`src/hdl/ramped_hbridge_pwm_drive_top_assert.svh`:
```
// assertion macros for the ramped h-bridge pwm drive
`ifndef RAMPED_HBRIDGE_PWM_DRIVE_TOP_ASSERT_SVH
`define RAMPED_HBRIDGE_PWM_DRIVE_TOP_ASSERT_SVH

// antecedent holds, consequent holds in the same cycle
`define RHB_ASSERT_NOW(label, ante, cons) \
  label: assert property (@(posedge clk_i) disable iff (!rst_ni) (ante) |-> (cons)) \
    else $error("rhb assertion failed");

// antecedent holds, consequent holds in the next cycle
`define RHB_ASSERT_NEXT(label, ante, cons) \
  label: assert property (@(posedge clk_i) disable iff (!rst_ni) (ante) |=> (cons)) \
    else $error("rhb assertion failed");

`endif

```
`src/hdl/rhb_pkg.sv`:
```
// shared types and constants for the ramped h-bridge pwm drive
`default_nettype none

package rhb_pkg;

  localparam int FRAC_BITS    = 8;
  localparam int MAX_RES_BITS = 15;

  localparam int RES_W  = 4;
  localparam int STEP_W = 23;
  localparam int LVL_W  = 24;
  localparam int POS_W  = 26;
  localparam int DUTY_W = 15;
  localparam int WH_W   = POS_W - FRAC_BITS;
  localparam int CFG_IDX_W  = 1;
  localparam int CFG_DATA_W = STEP_W;

  localparam logic [RES_W-1:0]  RES_RESET  = RES_W'(8);
  localparam logic [STEP_W-1:0] STEP_RESET = STEP_W'(653);

  localparam logic [CFG_IDX_W-1:0] CFG_RES  = 1'b0;
  localparam logic [CFG_IDX_W-1:0] CFG_STEP = 1'b1;

  localparam logic KIND_TARGET = 1'b0;
  localparam logic KIND_TICK   = 1'b1;

  localparam logic [1:0] RAMP_IDLE = 2'd0;
  localparam logic [1:0] RAMP_RISE = 2'd1;
  localparam logic [1:0] RAMP_FALL = 2'd2;

  localparam logic [1:0] BRIDGE_OFF = 2'd0;
  localparam logic [1:0] BRIDGE_FWD = 2'd1;
  localparam logic [1:0] BRIDGE_REV = 2'd2;

  typedef struct packed {
    logic [RES_W-1:0]  res_bits;
    logic [STEP_W-1:0] ramp_step;
  } rhb_cfg_t;

  typedef struct packed {
    logic signed [POS_W-1:0] ramp_pos;
    logic signed [LVL_W-1:0] applied;
    logic signed [LVL_W-1:0] goal;
    logic [1:0]              ramp_dir;
    logic [1:0]              bridge_dir;
    logic [DUTY_W-1:0]       duty;
  } rhb_state_t;

  typedef struct packed {
    logic [DUTY_W-1:0] plus_duty;
    logic [DUTY_W-1:0] minus_duty;
    logic [1:0]        bridge_state;
    logic              level_changed;
    logic              ramp_active;
  } rhb_result_t;

endpackage

`default_nettype wire

```
`src/hdl/rhb_step.sv`:
```
// one ramp step: next drive state and result for one item
`default_nettype none

module rhb_step (
  input  rhb_pkg::rhb_cfg_t                cfg_i,
  input  logic                             kind_i,
  input  logic signed [rhb_pkg::LVL_W-1:0] target_i,
  input  rhb_pkg::rhb_state_t              state_i,
  output rhb_pkg::rhb_state_t              state_o,
  output rhb_pkg::rhb_result_t             result_o
);

  localparam int PW = rhb_pkg::POS_W;
  localparam int LW = rhb_pkg::LVL_W;
  localparam int FB = rhb_pkg::FRAC_BITS;
  localparam int WW = rhb_pkg::WH_W;
  localparam logic signed [PW-1:0] ONE_Q  = PW'(1) << FB;
  localparam logic signed [PW-1:0] MONE_Q = -(PW'(1) << FB);
  localparam logic [FB-1:0]        HALF_Q = FB'(1) << (FB - 1);

  logic [rhb_pkg::RES_W-1:0] res_sat;
  logic [PW-1:0]             lim_u;
  logic signed [PW-1:0]      lim, neg_lim;
  logic signed [PW-1:0]      k;
  logic signed [PW-1:0]      tgt_x, app_x, goal_x, diff;
  logic                      is_target, big;
  logic signed [PW-1:0]      pos_base, pos_step, cand, v, d;
  logic [1:0]                dir_pre, dir_n;
  logic                      do_step, reached, changed, round_up;
  logic signed [LW-1:0]      goal_n;
  logic [PW-1:0]             mag, absd;
  logic [WW-1:0]             whole_r;
  logic [1:0]                bridge_new;

  always_comb begin
    res_sat = (cfg_i.res_bits > rhb_pkg::RES_W'(rhb_pkg::MAX_RES_BITS)) ?
              rhb_pkg::RES_W'(rhb_pkg::MAX_RES_BITS) : cfg_i.res_bits;
    lim_u   = ((PW'(1) << res_sat) - PW'(1)) << FB;
    lim     = signed'(lim_u);
    neg_lim = -lim;
    k = (cfg_i.ramp_step == '0) ? PW'(1) : signed'(PW'(cfg_i.ramp_step));

    tgt_x = signed'({{(PW-LW){target_i[LW-1]}}, target_i});
    app_x = signed'({{(PW-LW){state_i.applied[LW-1]}}, state_i.applied});
    diff  = tgt_x - app_x;
    big   = (diff >= ONE_Q) || (diff <= MONE_Q);
    is_target = (kind_i == rhb_pkg::KIND_TARGET);

    pos_base = is_target ? app_x : state_i.ramp_pos;
    goal_n   = is_target ? target_i : state_i.goal;
    goal_x   = signed'({{(PW-LW){goal_n[LW-1]}}, goal_n});
    if (is_target) begin
      if (big) begin
        dir_pre = (diff > 0) ? rhb_pkg::RAMP_RISE : rhb_pkg::RAMP_FALL;
      end else begin
        dir_pre = rhb_pkg::RAMP_IDLE;
      end
    end else begin
      dir_pre = state_i.ramp_dir;
    end

    do_step = (dir_pre != rhb_pkg::RAMP_IDLE);
    case (dir_pre)
      rhb_pkg::RAMP_RISE: begin
        pos_step = pos_base + k;
        cand     = (pos_step < goal_x) ? pos_step : goal_x;
        reached  = (pos_step >= goal_x);
      end
      default: begin
        pos_step = pos_base - k;
        cand     = (pos_step > goal_x) ? pos_step : goal_x;
        reached  = (pos_step <= goal_x);
      end
    endcase
    dir_n = (do_step && reached) ? rhb_pkg::RAMP_IDLE : dir_pre;

    // clamp to the level limit and test for a change of at least one
    if (cand < neg_lim) begin
      v = neg_lim;
    end else if (cand > lim) begin
      v = lim;
    end else begin
      v = cand;
    end
    d       = app_x - v;
    absd    = (d < 0) ? unsigned'(-d) : unsigned'(d);
    changed = do_step && (absd >= unsigned'(ONE_Q));

    // round half away from zero, not at the limits
    mag      = (v < 0) ? unsigned'(-v) : unsigned'(v);
    round_up = (mag[FB-1:0] >= HALF_Q) && (v > neg_lim) && (v < lim);
    whole_r  = mag[PW-1:FB] + WW'(round_up);
    if (whole_r == '0) begin
      bridge_new = rhb_pkg::BRIDGE_OFF;
    end else if (v < 0) begin
      bridge_new = rhb_pkg::BRIDGE_REV;
    end else begin
      bridge_new = rhb_pkg::BRIDGE_FWD;
    end

    state_o.ramp_pos = do_step ? pos_step : pos_base;
    state_o.goal     = goal_n;
    state_o.ramp_dir = dir_n;
    if (changed) begin
      state_o.applied    = v[LW-1:0];
      state_o.bridge_dir = bridge_new;
      state_o.duty       = whole_r[rhb_pkg::DUTY_W-1:0];
    end else begin
      state_o.applied    = state_i.applied;
      state_o.bridge_dir = state_i.bridge_dir;
      state_o.duty       = state_i.duty;
    end

    result_o.plus_duty  = (state_o.bridge_dir == rhb_pkg::BRIDGE_FWD) ? state_o.duty : '0;
    result_o.minus_duty = (state_o.bridge_dir == rhb_pkg::BRIDGE_REV) ? state_o.duty : '0;
    result_o.bridge_state  = state_o.bridge_dir;
    result_o.level_changed = changed;
    result_o.ramp_active   = (dir_n != rhb_pkg::RAMP_IDLE);
  end

endmodule

`default_nettype wire

```
`src/hdl/ramped_hbridge_pwm_drive_top.sv`:
```
// top level of the ramped h-bridge pwm drive
// the drive state updates as an item moves from the input register into the result register
// throughput: one item per cycle while out_ready_i is high or the result register is empty
// an empty input register takes a new item while the result register waits on out_ready_i
// reset clears the drive state, the ramp and both registers' valid flags
// and restores resolution 8 and ramp step 653
`default_nettype none

module ramped_hbridge_pwm_drive_top (
  input  logic                                  clk_i,
  input  logic                                  rst_ni,
  input  logic                                  cfg_valid_i,
  output logic                                  cfg_ready_o,
  input  logic [rhb_pkg::CFG_IDX_W-1:0]         cfg_index_i,
  input  logic [rhb_pkg::CFG_DATA_W-1:0]        cfg_data_i,
  input  logic                                  in_valid_i,
  output logic                                  in_ready_o,
  input  logic                                  kind_i,
  input  logic signed [rhb_pkg::LVL_W-1:0]      target_i,
  output logic                                  out_valid_o,
  input  logic                                  out_ready_i,
  output logic [rhb_pkg::DUTY_W-1:0]            plus_duty_o,
  output logic [rhb_pkg::DUTY_W-1:0]            minus_duty_o,
  output logic [1:0]                            bridge_state_o,
  output logic                                  level_changed_o,
  output logic                                  ramp_active_o
);

  `include "ramped_hbridge_pwm_drive_top_assert.svh"

  rhb_pkg::rhb_cfg_t            cfg_q;
  rhb_pkg::rhb_state_t          state_q, state_d;
  rhb_pkg::rhb_result_t         result_d, result_q;
  logic                         in_valid_q;
  logic                         kind_q;
  logic signed [rhb_pkg::LVL_W-1:0] target_q;
  logic                         out_valid_q;
  logic                         advance;

  assign cfg_ready_o = 1'b1;
  assign advance     = in_valid_q && (!out_valid_q || out_ready_i);
  assign in_ready_o  = !in_valid_q || advance;

  always_ff @(posedge clk_i or negedge rst_ni) begin
    if (!rst_ni) begin
      cfg_q.res_bits  <= rhb_pkg::RES_RESET;
      cfg_q.ramp_step <= rhb_pkg::STEP_RESET;
    end else if (cfg_valid_i) begin
      case (cfg_index_i)
        rhb_pkg::CFG_RES:  cfg_q.res_bits  <= cfg_data_i[rhb_pkg::RES_W-1:0];
        rhb_pkg::CFG_STEP: cfg_q.ramp_step <= cfg_data_i;
        default: ;
      endcase
    end
  end

  rhb_step u_step (
    .cfg_i    (cfg_q),
    .kind_i   (kind_q),
    .target_i (target_q),
    .state_i  (state_q),
    .state_o  (state_d),
    .result_o (result_d)
  );

  always_ff @(posedge clk_i or negedge rst_ni) begin
    if (!rst_ni) begin
      in_valid_q  <= 1'b0;
      out_valid_q <= 1'b0;
      state_q     <= '0;
    end else begin
      if (in_ready_o) begin
        in_valid_q <= in_valid_i;
      end
      if (advance) begin
        out_valid_q <= 1'b1;
        state_q     <= state_d;
      end else if (out_ready_i) begin
        out_valid_q <= 1'b0;
      end
    end
  end

  always_ff @(posedge clk_i) begin
    if (in_valid_i && in_ready_o) begin
      kind_q   <= kind_i;
      target_q <= target_i;
    end
    if (advance) begin
      result_q <= result_d;
    end
  end

  assign out_valid_o     = out_valid_q;
  assign plus_duty_o     = result_q.plus_duty;
  assign minus_duty_o    = result_q.minus_duty;
  assign bridge_state_o  = result_q.bridge_state;
  assign level_changed_o = result_q.level_changed;
  assign ramp_active_o   = result_q.ramp_active;

  `RHB_ASSERT_NEXT(a_advance_fills_out, advance, out_valid_q)
  `RHB_ASSERT_NOW(a_full_stall_blocks, in_valid_q && out_valid_q && !out_ready_i, !in_ready_o)
  `RHB_ASSERT_NOW(a_one_side_driven, out_valid_o, (plus_duty_o == '0) || (minus_duty_o == '0))
  `RHB_ASSERT_NOW(a_off_no_duty, out_valid_o && (bridge_state_o == rhb_pkg::BRIDGE_OFF),
                  (plus_duty_o == '0) && (minus_duty_o == '0))

endmodule

`default_nettype wire

```
`config.mk`:
```
export PLATFORM = sky130hd
export DESIGN_NAME = ramped_hbridge_pwm_drive_top
export DESIGN_NICKNAME = d
export VERILOG_FILES = /design/src/hdl/rhb_pkg.sv /design/src/hdl/rhb_step.sv /design/src/hdl/ramped_hbridge_pwm_drive_top.sv
export VERILOG_INCLUDE_DIRS = /design/src /design/src/hdl
export SDC_FILE = /design/constraint.sdc
export NUM_CORES = 1
export LEC_CHECK = 0
export BUFFER_PORTS_ARGS = -buffer_cell sky130_fd_sc_hd__buf_2
export CORE_MARGIN = 2
export CORE_UTILIZATION = 32
export CTS_CLUSTER_DIAMETER = 120
export DETAILED_ROUTE_END_ITERATION = 16
export SLEW_MARGIN = 25
export SYNTH_ARGS = -nofsm -noshare
export SYNTH_HDL_FRONTEND = slang
export SYNTH_SLANG_ARGS = --single-unit
```
`constraint.sdc`:
```
create_clock -name clk_i -period 43.3 [get_ports clk_i]
set_input_delay 2.165 -clock clk_i [delete_from_list [all_inputs] [get_ports clk_i]]
set_output_delay 2.165 -clock clk_i [all_outputs]
set_load 0.05 [all_outputs]
```
# ---- After elaboration in Yosys (flattened, before gate mapping)
# Index checks and enable logic that the tools add are counted.
dict set report op_classes {
  n_lt_le_gt_ge 16
  n_shift 1
  eq_ne 3
  muxes 23
  n_addsub 9
  reduce_logical 19
  n_bitwise 1
}
# cell count
set ops {}
lappend ops {{$mux W26} 10}
lappend ops {{$neg A26 Y26} 3}
lappend ops {{$gt A26 B26 Y1} 2}
lappend ops {{$lt A26 B1 Y1 const B} 2}
lappend ops {{$lt A26 B26 Y1} 2}
lappend ops {{$add A26 B26 Y26} 1}
lappend ops {{$ge A26 B24 Y1} 1}
lappend ops {{$ge A26 B9 Y1 const B} 1}
lappend ops {{$gt A26 B24 Y1} 1}
lappend ops {{$le A26 B24 Y1} 1}
lappend ops {{$lt A26 B24 Y1} 1}
lappend ops {{$sub A24 B26 Y26} 1}
lappend ops {{$sub A26 B26 Y26} 1}
lappend ops {{$ge A25 B10 Y1 const B} 1}
lappend ops {{$gt A25 B1 Y1 const B} 1}
lappend ops {{$le A25 B9 Y1 const B} 1}
lappend ops {{$sub A24 B24 Y25} 1}
lappend ops {{$mux W24} 1}
lappend ops {{$logic_not A23 Y1} 1}
lappend ops {{$mux W23} 1}
lappend ops {{$add A18 B1 Y18} 1}
lappend ops {{$logic_not A18 Y1} 1}
lappend ops {{$shl A1 B4 Y18 const A} 1}
lappend ops {{$sub A18 B2 Y18 const B} 1}
lappend ops {{other kinds (14)} 34}
dict set report word_totals {
  regBits 181
  output_inout_bits 37
}

# ---- Longest topological paths before layout
# Gate-level depths: netlist of run 1.
dict set report logic_depth {
  ltp_word 20
  ltp_mapped 76
  mapped_depth_nobuf 70
}

# ---- Hierarchy
# Synthesis of run 1 repeated with hierarchy kept, for this count alone.
dict set report unflattened {
  cells_unflattened 2531
  hier_area_um2 21255.4
}
# mod n_inst cells_each area_per_inst_um2
set by_module_without_submodules {}
lappend by_module_without_submodules {rhb_step 1 2207 14675.3}
lappend by_module_without_submodules {ramped_hbridge_pwm_drive_top 1 324 6580.1}

# ---- Least setup slack after synthesis of run 1
# No wires, ideal clock.
dict set report synth_path {
  kind {register -> register}
  from {register kind_q}
  to {register result_q (netlist bit minus_duty_o[12]) (data pin)}
  arrival_time_ns 14.835
  t_required_ns 43.035
  path_buffers 13
  synth_period_minus_slack_ns 15.101
  setup_time_ns 0.265
  path_stages_with_launch 67
  setup_slack_ns 28.199
  cell_sequence {edfxtp_1 -> clkbuf_1 -> buf_1 -> clkbuf_1 -> buf_1 -> clkbuf_1 -> clkbuf_1 -> clkbuf_1 -> nand2_1 -> o21ai_0 -> ha_1 -> clkbuf_1 -> a211oi_1 -> nor2_1 -> o41ai_1 -> a21oi_1 -> or3_1 -> a21o_1 -> [... 31 more ...] -> o21ai_0 -> nand2b_1 -> a21o_1 -> a31oi_1 -> o41ai_1 -> a41o_1 -> buf_6 -> a311o_1 -> o211ai_2 -> nand3_1 -> or4_4 -> or3_1 -> nor4_1 -> a2111oi_0 -> and4_4 -> buf_2 -> and4_1 -> or3_1}
}
dict set report synth_via {
  elab_chain_len 18
  elab_cells_between_ends 36
  cone_classes {6 x add/sub; 10 x order compare; 2 x eq/ne; 13 x mux; 5 x reduce/logical}
}
# element line
set synth_rtl {}
lappend synth_rtl {{start, declared} ramped_hbridge_pwm_drive_top.sv:35} ;# logic kind_q;
lappend synth_rtl {{start signal, assigned} ramped_hbridge_pwm_drive_top.sv:86} ;# kind_q <= kind_i;
lappend synth_rtl {{$mux W26} rhb_step.sv:49} ;# pos_base = is_target ? app_x : state_i.ramp_pos;
lappend synth_rtl {{$sub A26 B26 Y26 / $add A26 B26 Y26 (equally long branches)} {rhb_step.sv:70, rhb_step.sv:65}}
lappend synth_rtl {{$gt A26 B24 Y1 / $lt A26 B24 Y1 (equally long branches)} {rhb_step.sv:71, rhb_step.sv:66}}
lappend synth_rtl {{$mux W26, on equally long branches} {rhb_step.sv:71, rhb_step.sv:66}}
lappend synth_rtl {{$mux W26} rhb_step.sv:63} ;# case (dir_pre)
lappend synth_rtl {{$gt A26 B26 Y1} rhb_step.sv:80} ;# end else if (cand > lim) begin
lappend synth_rtl {{$mux W26} rhb_step.sv:80}
lappend synth_rtl {{$mux W26} rhb_step.sv:78} ;# if (cand < neg_lim) begin
lappend synth_rtl {{$neg A26 Y26 / $lt A26 B1 Y1 (equally long branches)} {rhb_step.sv:90, rhb_step.sv:95}}
lappend synth_rtl {{$mux W26} rhb_step.sv:90} ;# mag = (v < 0) ? unsigned'(-v) : unsigned'(v);
lappend synth_rtl {{$ge A8 B8 Y1} rhb_step.sv:91} ;# round_up = (mag[FB-1:0] >= HALF_Q) && (v > neg_lim) && (v < lim);
lappend synth_rtl {{$logic_and A1 B1 Y1 (2 in a row)} rhb_step.sv:91}
lappend synth_rtl {{$add A18 B1 Y18} rhb_step.sv:92} ;# whole_r = mag[PW-1:FB] + WW'(round_up);
lappend synth_rtl {{$logic_not A18 Y1} rhb_step.sv:93} ;# if (whole_r == '0) begin
lappend synth_rtl {{$mux W2} rhb_step.sv:93}
lappend synth_rtl {{$mux W17 (*)} rhb_step.sv:104} ;# if (changed) begin
lappend synth_rtl {{$eq A2 B2 Y1} rhb_step.sv:115} ;# result_o.minus_duty = (state_o.bridge_dir == rhb_pkg::BRIDGE_REV) ? state_o.duty : '0;
lappend synth_rtl {{end signal, assigned} ramped_hbridge_pwm_drive_top.sv:90} ;# result_q <= result_d;
lappend synth_rtl {{end, declared} ramped_hbridge_pwm_drive_top.sv:33} ;# rhb_pkg::rhb_result_t result_d, result_q;
# Mark *: on every way between the ends. The rest lies on a longest branch, timed or not.
# A chain may end at the register's enable or synchronous reset.

# ---- Worst setup path after layout of run 1
dict set report layout_path {
  from {register kind_q}
  to {register result_q (netlist bit minus_duty_o[14]) (data pin)}
}
# Same word-level chain as after synthesis.

==> qor.json, run 1 <==
{
  "place": {
    "post-place-ws_ns": 26.03,
    "placed_cells_incl_taps": 3470,
    "place.detailed.hpwl_mm": 56.3,
    "port_buffers": 89,
    "routability_driven_placement_congestion_ratio": 0.979
  },
  "global_route": {
    "number_of_antenna_violations_at_the_first_check_in_global_routing": 4,
    "grt_pass1_wl_mm": 109,
    "grtUsageTotal": 0.209,
    "grt_max_degree": 77,
    "first_global_vias": 18485,
    "globalRoute.totalOverflow": 0
  },
  "finish": {
    "layout_common_cells": "nand2_1 (298), ha_1 (225), o21ai_0 (192), nor2_1 (190), a21oi_1 (178)",
    "ratio_of_cells_with_drive_above_1_in_the_final_layout": 0.101,
    "layout.cells.most_common": "nand2_1",
    "instances_no_fill": 3503,
    "num-nets-final": 2917,
    "nFillCells": 6872,
    "syn2layout_area_growth_pct": 8.60
  },
  "worst_setup_path": {
    "regToRegSetupSlack_ns": 26.15,
    "cp_data_arrival_time_ns": 17.35,
    "end_kind": "register",
    "crit_slowest_cell": "o311ai_0",
    "criticalPathCategory": "reg -> reg",
    "worstPathMaxFanout": 54,
    "cp_data_required_time_ns": 43.50,
    "critical_path.startpoint_type": "register",
    "critPathMostFrequentCell": "o21ai_0",
    "cpPeakStageDelay_ns": 0.87
  },
  "route": {
    "route.detailed.vias_per_inst": 5.75,
    "drc_errors": 0,
    "total_wirelength_mm": 71.5,
    "drtPass1Iterations": 8,
    "avgRoutedWirePerCell_um": 20.4,
    "via_count": 20136,
    "dr.first_iter.drc_count": 1805,
    "antenna_violating_nets_post_route": 0
  },
  "sta": {
    "setup_violations": 0,
    "final_setup_slack_of_the_worst_path_ns": 26.15,
    "worst_pin_slew_ns": 1.03,
    "maxSlewViolCount": 0,
    "max-slew-margin-rel": 0.309,
    "fin_crit_sh": 0.396,
    "rsz0062_at_grt": "false",
    "setup_total_negative_slack_ns": 0,
    "final-hold-violation-count": 0,
    "fmaxAchievable_mhz": 58.3,
    "final.min_clock_period_ns": 17.15,
    "clock_skew_ns": 0.0310
  },
  "cts": {
    "cts-root-buf": "clkbuf_16",
    "longest_clk_path_bufs": 2,
    "clk-insertion-delay-late_ns": 0.52,
    "cts.reportedPaths.clkPinSlew_ns": 0.08,
    "h-tree-depth": 4,
    "post_cts_buffers": 0,
    "cts.hold.buffers_added": 0,
    "cts_buffers": 17,
    "cts_tree": "built",
    "post_cts_resize_count": 0,
    "clkSinkCount": 181
  },
  "floorplanning": {
    "die_x_um": 259,
    "top_level_pins": 91,
    "die_area_um2": 67300,
    "design.core.area_um2": 64500,
    "floorplan.initialDensity": 0.324,
    "rows": 93,
    "die_h_um": 259
  },
  "run_status": {
    "status": "complete, no violations"
  },
  "yosys": {
    "synth.cell_area_um2": 20900,
    "synthesized_netlist_cell_count": 2644,
    "synth_edf_count": 59,
    "syn_area_per_cell_um2": 7.90,
    "ys_seq_area_frac": 0.231,
    "yosysWarningCount": 0,
    "synthFlopType": "dfrtp_1",
    "synth.lib_cells_used.distinct": 109,
    "postSynthRegisterBits": 181,
    "async_reset_ff_frac": 0.674
  },
  "flow_run": {
    "number_of_maximum_capacitance_constraint_violations": 0
  },
  "worst_hold_path": {
    "hold_path.class": "reg -> reg"
  }
}
worst max-delay path: cells and delay by family, from the launching register on:
| family | cells | cell delay (ns) |
|---|---|---|
| AO/OA/AOI/OAI | 32 | 7.93 |
| XOR/XNOR | 1 | 0.16 |
| adder cells (fa/ha/maj) | 5 | 1.66 |
| buffers and inverters | 6 | 1.71 |
| flip-flops | 1 | 0.32 |
| multiplexers | 1 | 0.76 |
| AND/OR/NAND/NOR | 12 | 4.24 |
layout make-up:
type / count / area (um^2) / share of cell area
multi-input combinational: 2144 / 14800 / 0.653
sequential: 181 / 4830 / 0.213
tap: 855 / 1070 / 0.0472
timing repair buffer: 125 / 722 / 0.0318
inverter: 165 / 619 / 0.0273
clock buffer: 18 / 429 / 0.0189
clock inverter: 14 / 205 / 0.00905
antenna: 1 / 2.50 / 0.000110
final timing paths:
path | from | endpoint | cells past startpoint
max | kind_q$_DFFE_PP_ | minus_duty_o[14]$_SDFFCE_PP0P_ | 57
min | state_q[39]$_DFFE_PN0P_ | state_q[39]$_DFFE_PN0P_ | 2
max reg2reg | kind_q$_DFFE_PP_ | minus_duty_o[14]$_SDFFCE_PP0P_ | 57
min reg2reg | state_q[39]$_DFFE_PN0P_ | state_q[39]$_DFFE_PN0P_ | 2
max in group asynchronous | rst_ni | state_q[11]$_DFFE_PN0P_ | 2
min in group asynchronous | rst_ni | cfg_q[20]$_DFFE_PN0P_ | 1
stage by stage:
stage / hold WS [ns] / area (um^2) / utilization
final: 0.486 / 22700 / 0.352
after floorplan: 0.444 / 20900 / -
after CTS: 0.486 / 22700 / 0.352
after global placement: 0.459 / 22000 / 0.342
after detailed placement: 0.466 / 22000 / 0.342
after global routing: 0.505 / 22700 / 0.352
sequential cells by signal, indices dropped and copies added (netlist names), 2 cells and up:
register,count
bridge_state_o,2
cfg_q,27
minus_duty_o,15
plus_duty_o,15
state_q,93
target_q,24
per-layer routing:
metal / up-vias / part of all wire / track usage
met1: 9552 / 0.45 / 0.281
met4: 2 / 0.031 / 0.0709
li1: 9732 / - / -
met2: 743 / 0.44 / 0.332
met3: 107 / 0.074 / 0.0419
met5: - / 0.00018 / 0
synth_stat cells (all sizes together) (52+ instances only):
master  count  area share
o21ai     197       0.048
xnor2      76       0.032
edfxtp     59       0.085
mux2i      73       0.035
ha        225        0.13
dfrtp     116        0.14
nand2b     52       0.016
nor2      193       0.035
a21oi     180       0.043
nand3      73       0.018
nor3       62       0.015
inv       163       0.029
clkbuf    121       0.022
nand2     302       0.055
cell families after synthesis:
group | synth area share
AND/OR/NAND/NOR | 0.213
multiplexers | 0.0616
adder cells (fa/ha/maj) | 0.139
other | 0.000180
XOR/XNOR | 0.0415
AO/OA/AOI/OAI | 0.252
flip-flops | 0.231
buffers and inverters | 0.0613
Power of run 1 is left out: the tool's default activity adds up to more than one toggle a clock period on the data nets, which glitch-free logic cannot reach.
==> run 2, diff against run 1 <==
Clock period 43.3 ns to 14.3 ns, I/O delays scaled along.
==> run 2 against run 1 <==
Clock-buffer cell count grew 2. Worst hold slack lost 0.28 ns. Core utilization is 1.5 points higher. Via count increased by 2.5%. Clock skew decreased by 0.014 ns. Critical path depth shrank 2. Largest cell class unchanged. Global-route usage rose by 0.46 points. Critical endpoint is now minus_duty_o[4]$_SDFFCE_PP0P_.
==> qor.json, run 2 (synthesized netlist as in run 1, its figures left out) <==
{
  "global_route": {
    "grtUsageTotal": 0.214,
    "grt_pass1_wl_mm": 112,
    "first_global_vias": 19158,
    "grt_max_degree": 77,
    "globalRoute.totalOverflow": 0,
    "number_of_antenna_violations_at_the_first_check_in_global_routing": 4
  },
  "cts": {
    "cts.hold.buffers_added": 0,
    "cts_tree": "built",
    "clk-insertion-delay-late_ns": 0.50,
    "longest_clk_path_bufs": 2,
    "cts-root-buf": "clkbuf_16",
    "clkSinkCount": 181,
    "h-tree-depth": 4,
    "cts.reportedPaths.clkPinSlew_ns": 0.08,
    "cts_buffers": 17
  },
  "finish": {
    "reg.largest.list": "state_q x93, cfg_q x27, target_q x24",
    "total_non_filler_cell_area_in_the_finished_layout_um2": 23600,
    "num-nets-final": 3017,
    "layout_common_cells": "nand2_1 (295), ha_1 (221), nor2_1 (187), o21ai_0 (183), a21oi_1 (175)",
    "largest_register_ffs": 93,
    "largest_register": "state_q",
    "ratio_of_cells_with_drive_above_1_in_the_final_layout": 0.146,
    "syn2layout_area_growth_pct": 13.2,
    "diodes": 0,
    "layout.cells.most_common": "nand2_1"
  },
  "floorplanning": {
    "die_area_um2": 67300,
    "design.core.area_um2": 64500,
    "floorplan.initialDensity": 0.324,
    "top_level_pins": 91,
    "rows": 93,
    "die_h_um": 259,
    "die_x_um": 259
  },
  "worst_setup_path": {
    "timing.reg2reg.worst_path_depth": 55,
    "worstPathMaxFanout": 42,
    "critPathMostFrequentCell": "ha_1",
    "end_kind": "register",
    "cpPeakStageDelay_ns": 0.57,
    "criticalPathCategory": "reg -> reg",
    "crit_slowest_cell": "or4_1",
    "critical_path.startpoint_type": "register",
    "cp_data_required_time_ns": 14.54,
    "cp_data_arrival_time_ns": 13.81
  },
  "route": {
    "avgRoutedWirePerCell_um": 20.2,
    "route.detailed.vias_per_inst": 5.73,
    "drc_errors": 0,
    "via_count": 20641,
    "drtPass1Iterations": 7,
    "antenna_violating_nets_post_route": 0,
    "total_wirelength_mm": 72.7,
    "dr.first_iter.drc_count": 1954
  },
  "sta": {
    "final.min_clock_period_ns": 13.57,
    "max-slew-margin-rel": 0.333,
    "final-hold-violation-count": 0,
    "worst_pin_slew_ns": 0.999,
    "setup_violations": 0,
    "fmaxAchievable_mhz": 73.7,
    "clock_skew_ns": 0.0169,
    "fin_crit_sh": 0.949,
    "maxSlewViolCount": 0,
    "setup_total_negative_slack_ns": 0
  },
  "place": {
    "placed_area_um2": 22700,
    "routability_driven_placement_congestion_ratio": 0.958,
    "port_buffers": 89,
    "place.detailed.hpwl_mm": 57.5
  },
  "flow_run": {
    "number_of_maximum_capacitance_constraint_violations": 0
  },
  "run_status": {
    "status": "complete, no violations"
  },
  "worst_hold_path": {
    "hold_path.class": "in -> async"
  }
}
## run 2: cell count changes in the layout (fill, tap and decap cells not counted), moves of 4 or more
cell     change
ha_2         +4
buf_4       +91
o21ai_0      -9
o21ai_1      +8
ha_1         -4
buf_6        +4
## run 2: worst paths after layout
| path | startpoint | to | slack (ns) |
|---|---|---|---|
| worst max-delay path | kind_q$_DFFE_PP_ | minus_duty_o[4]$_SDFFCE_PP0P_ | 0.73 |
| worst min-delay path | rst_ni | cfg_q[20]$_DFFE_PN0P_ | 0.21 |
| worst max register to register | kind_q$_DFFE_PP_ | minus_duty_o[4]$_SDFFCE_PP0P_ | 0.73 |
| worst min register to register | state_q[25]$_DFFE_PN0P_ | state_q[25]$_DFFE_PN0P_ | 0.48 |
| max in group asynchronous | rst_ni | state_q[0]$_DFFE_PN0P_ | 12.75 |
| min in group clk_i | target_i[20] | target_q[20]$_DFFE_PP_ | 0.39 |
## run 2: critical path, delay by kind of cell, from the launching register on
kind,cells,cell delay (ns)
xor+xnor,1,0.35
compound gates,25,5.27
flops,1,0.56
buf+inv,7,1.56
simple gates,17,3.64
fa+ha+maj,4,1.50
mux,1,0.37
## run 2: area by class of cell
type	instances	area, um^2
Multi-Input combinational cell	2144	15000
Tap cell	855	1070
Inverter	165	619
Fill cell	6715	40800
Clock buffer	20	447
Timing Repair Buffer	225	1550
Clock inverter	12	113
Sequential cell	181	4830
## run 2: per-stage QoR
step                setup slack (ns)   util  std cells  hold slack (ns)
global route                 -0.0785  0.367       3602            0.243
floorplan                     0.0239      -       2646            0.419
CTS                         0.000894  0.360       3579            0.216
finish                         0.729  0.367       3602            0.208
global placement               0.121  0.351       3546            0.459
detailed placement            0.0801  0.351       3547            0.468
## run 2: metal layers
| layer | up-vias | GRT usage | part of all wire |
|---|---|---|---|
| met5 | - | 0 | 0.00015 |
| met4 | 2 | 0.0744 | 0.035 |
| met3 | 137 | 0.0450 | 0.077 |
| met2 | 805 | 0.338 | 0.45 |
| met1 | 9757 | 0.287 | 0.44 |
| li1 | 9940 | - | - |
## run 2: repair_timing
item / CTS / global route
setup buffers: 0 / 23
endpoints found under the setup margin: 0 / 74
gates resized for setup: 0 / 61
Power of run 2 is left out for the same reason.
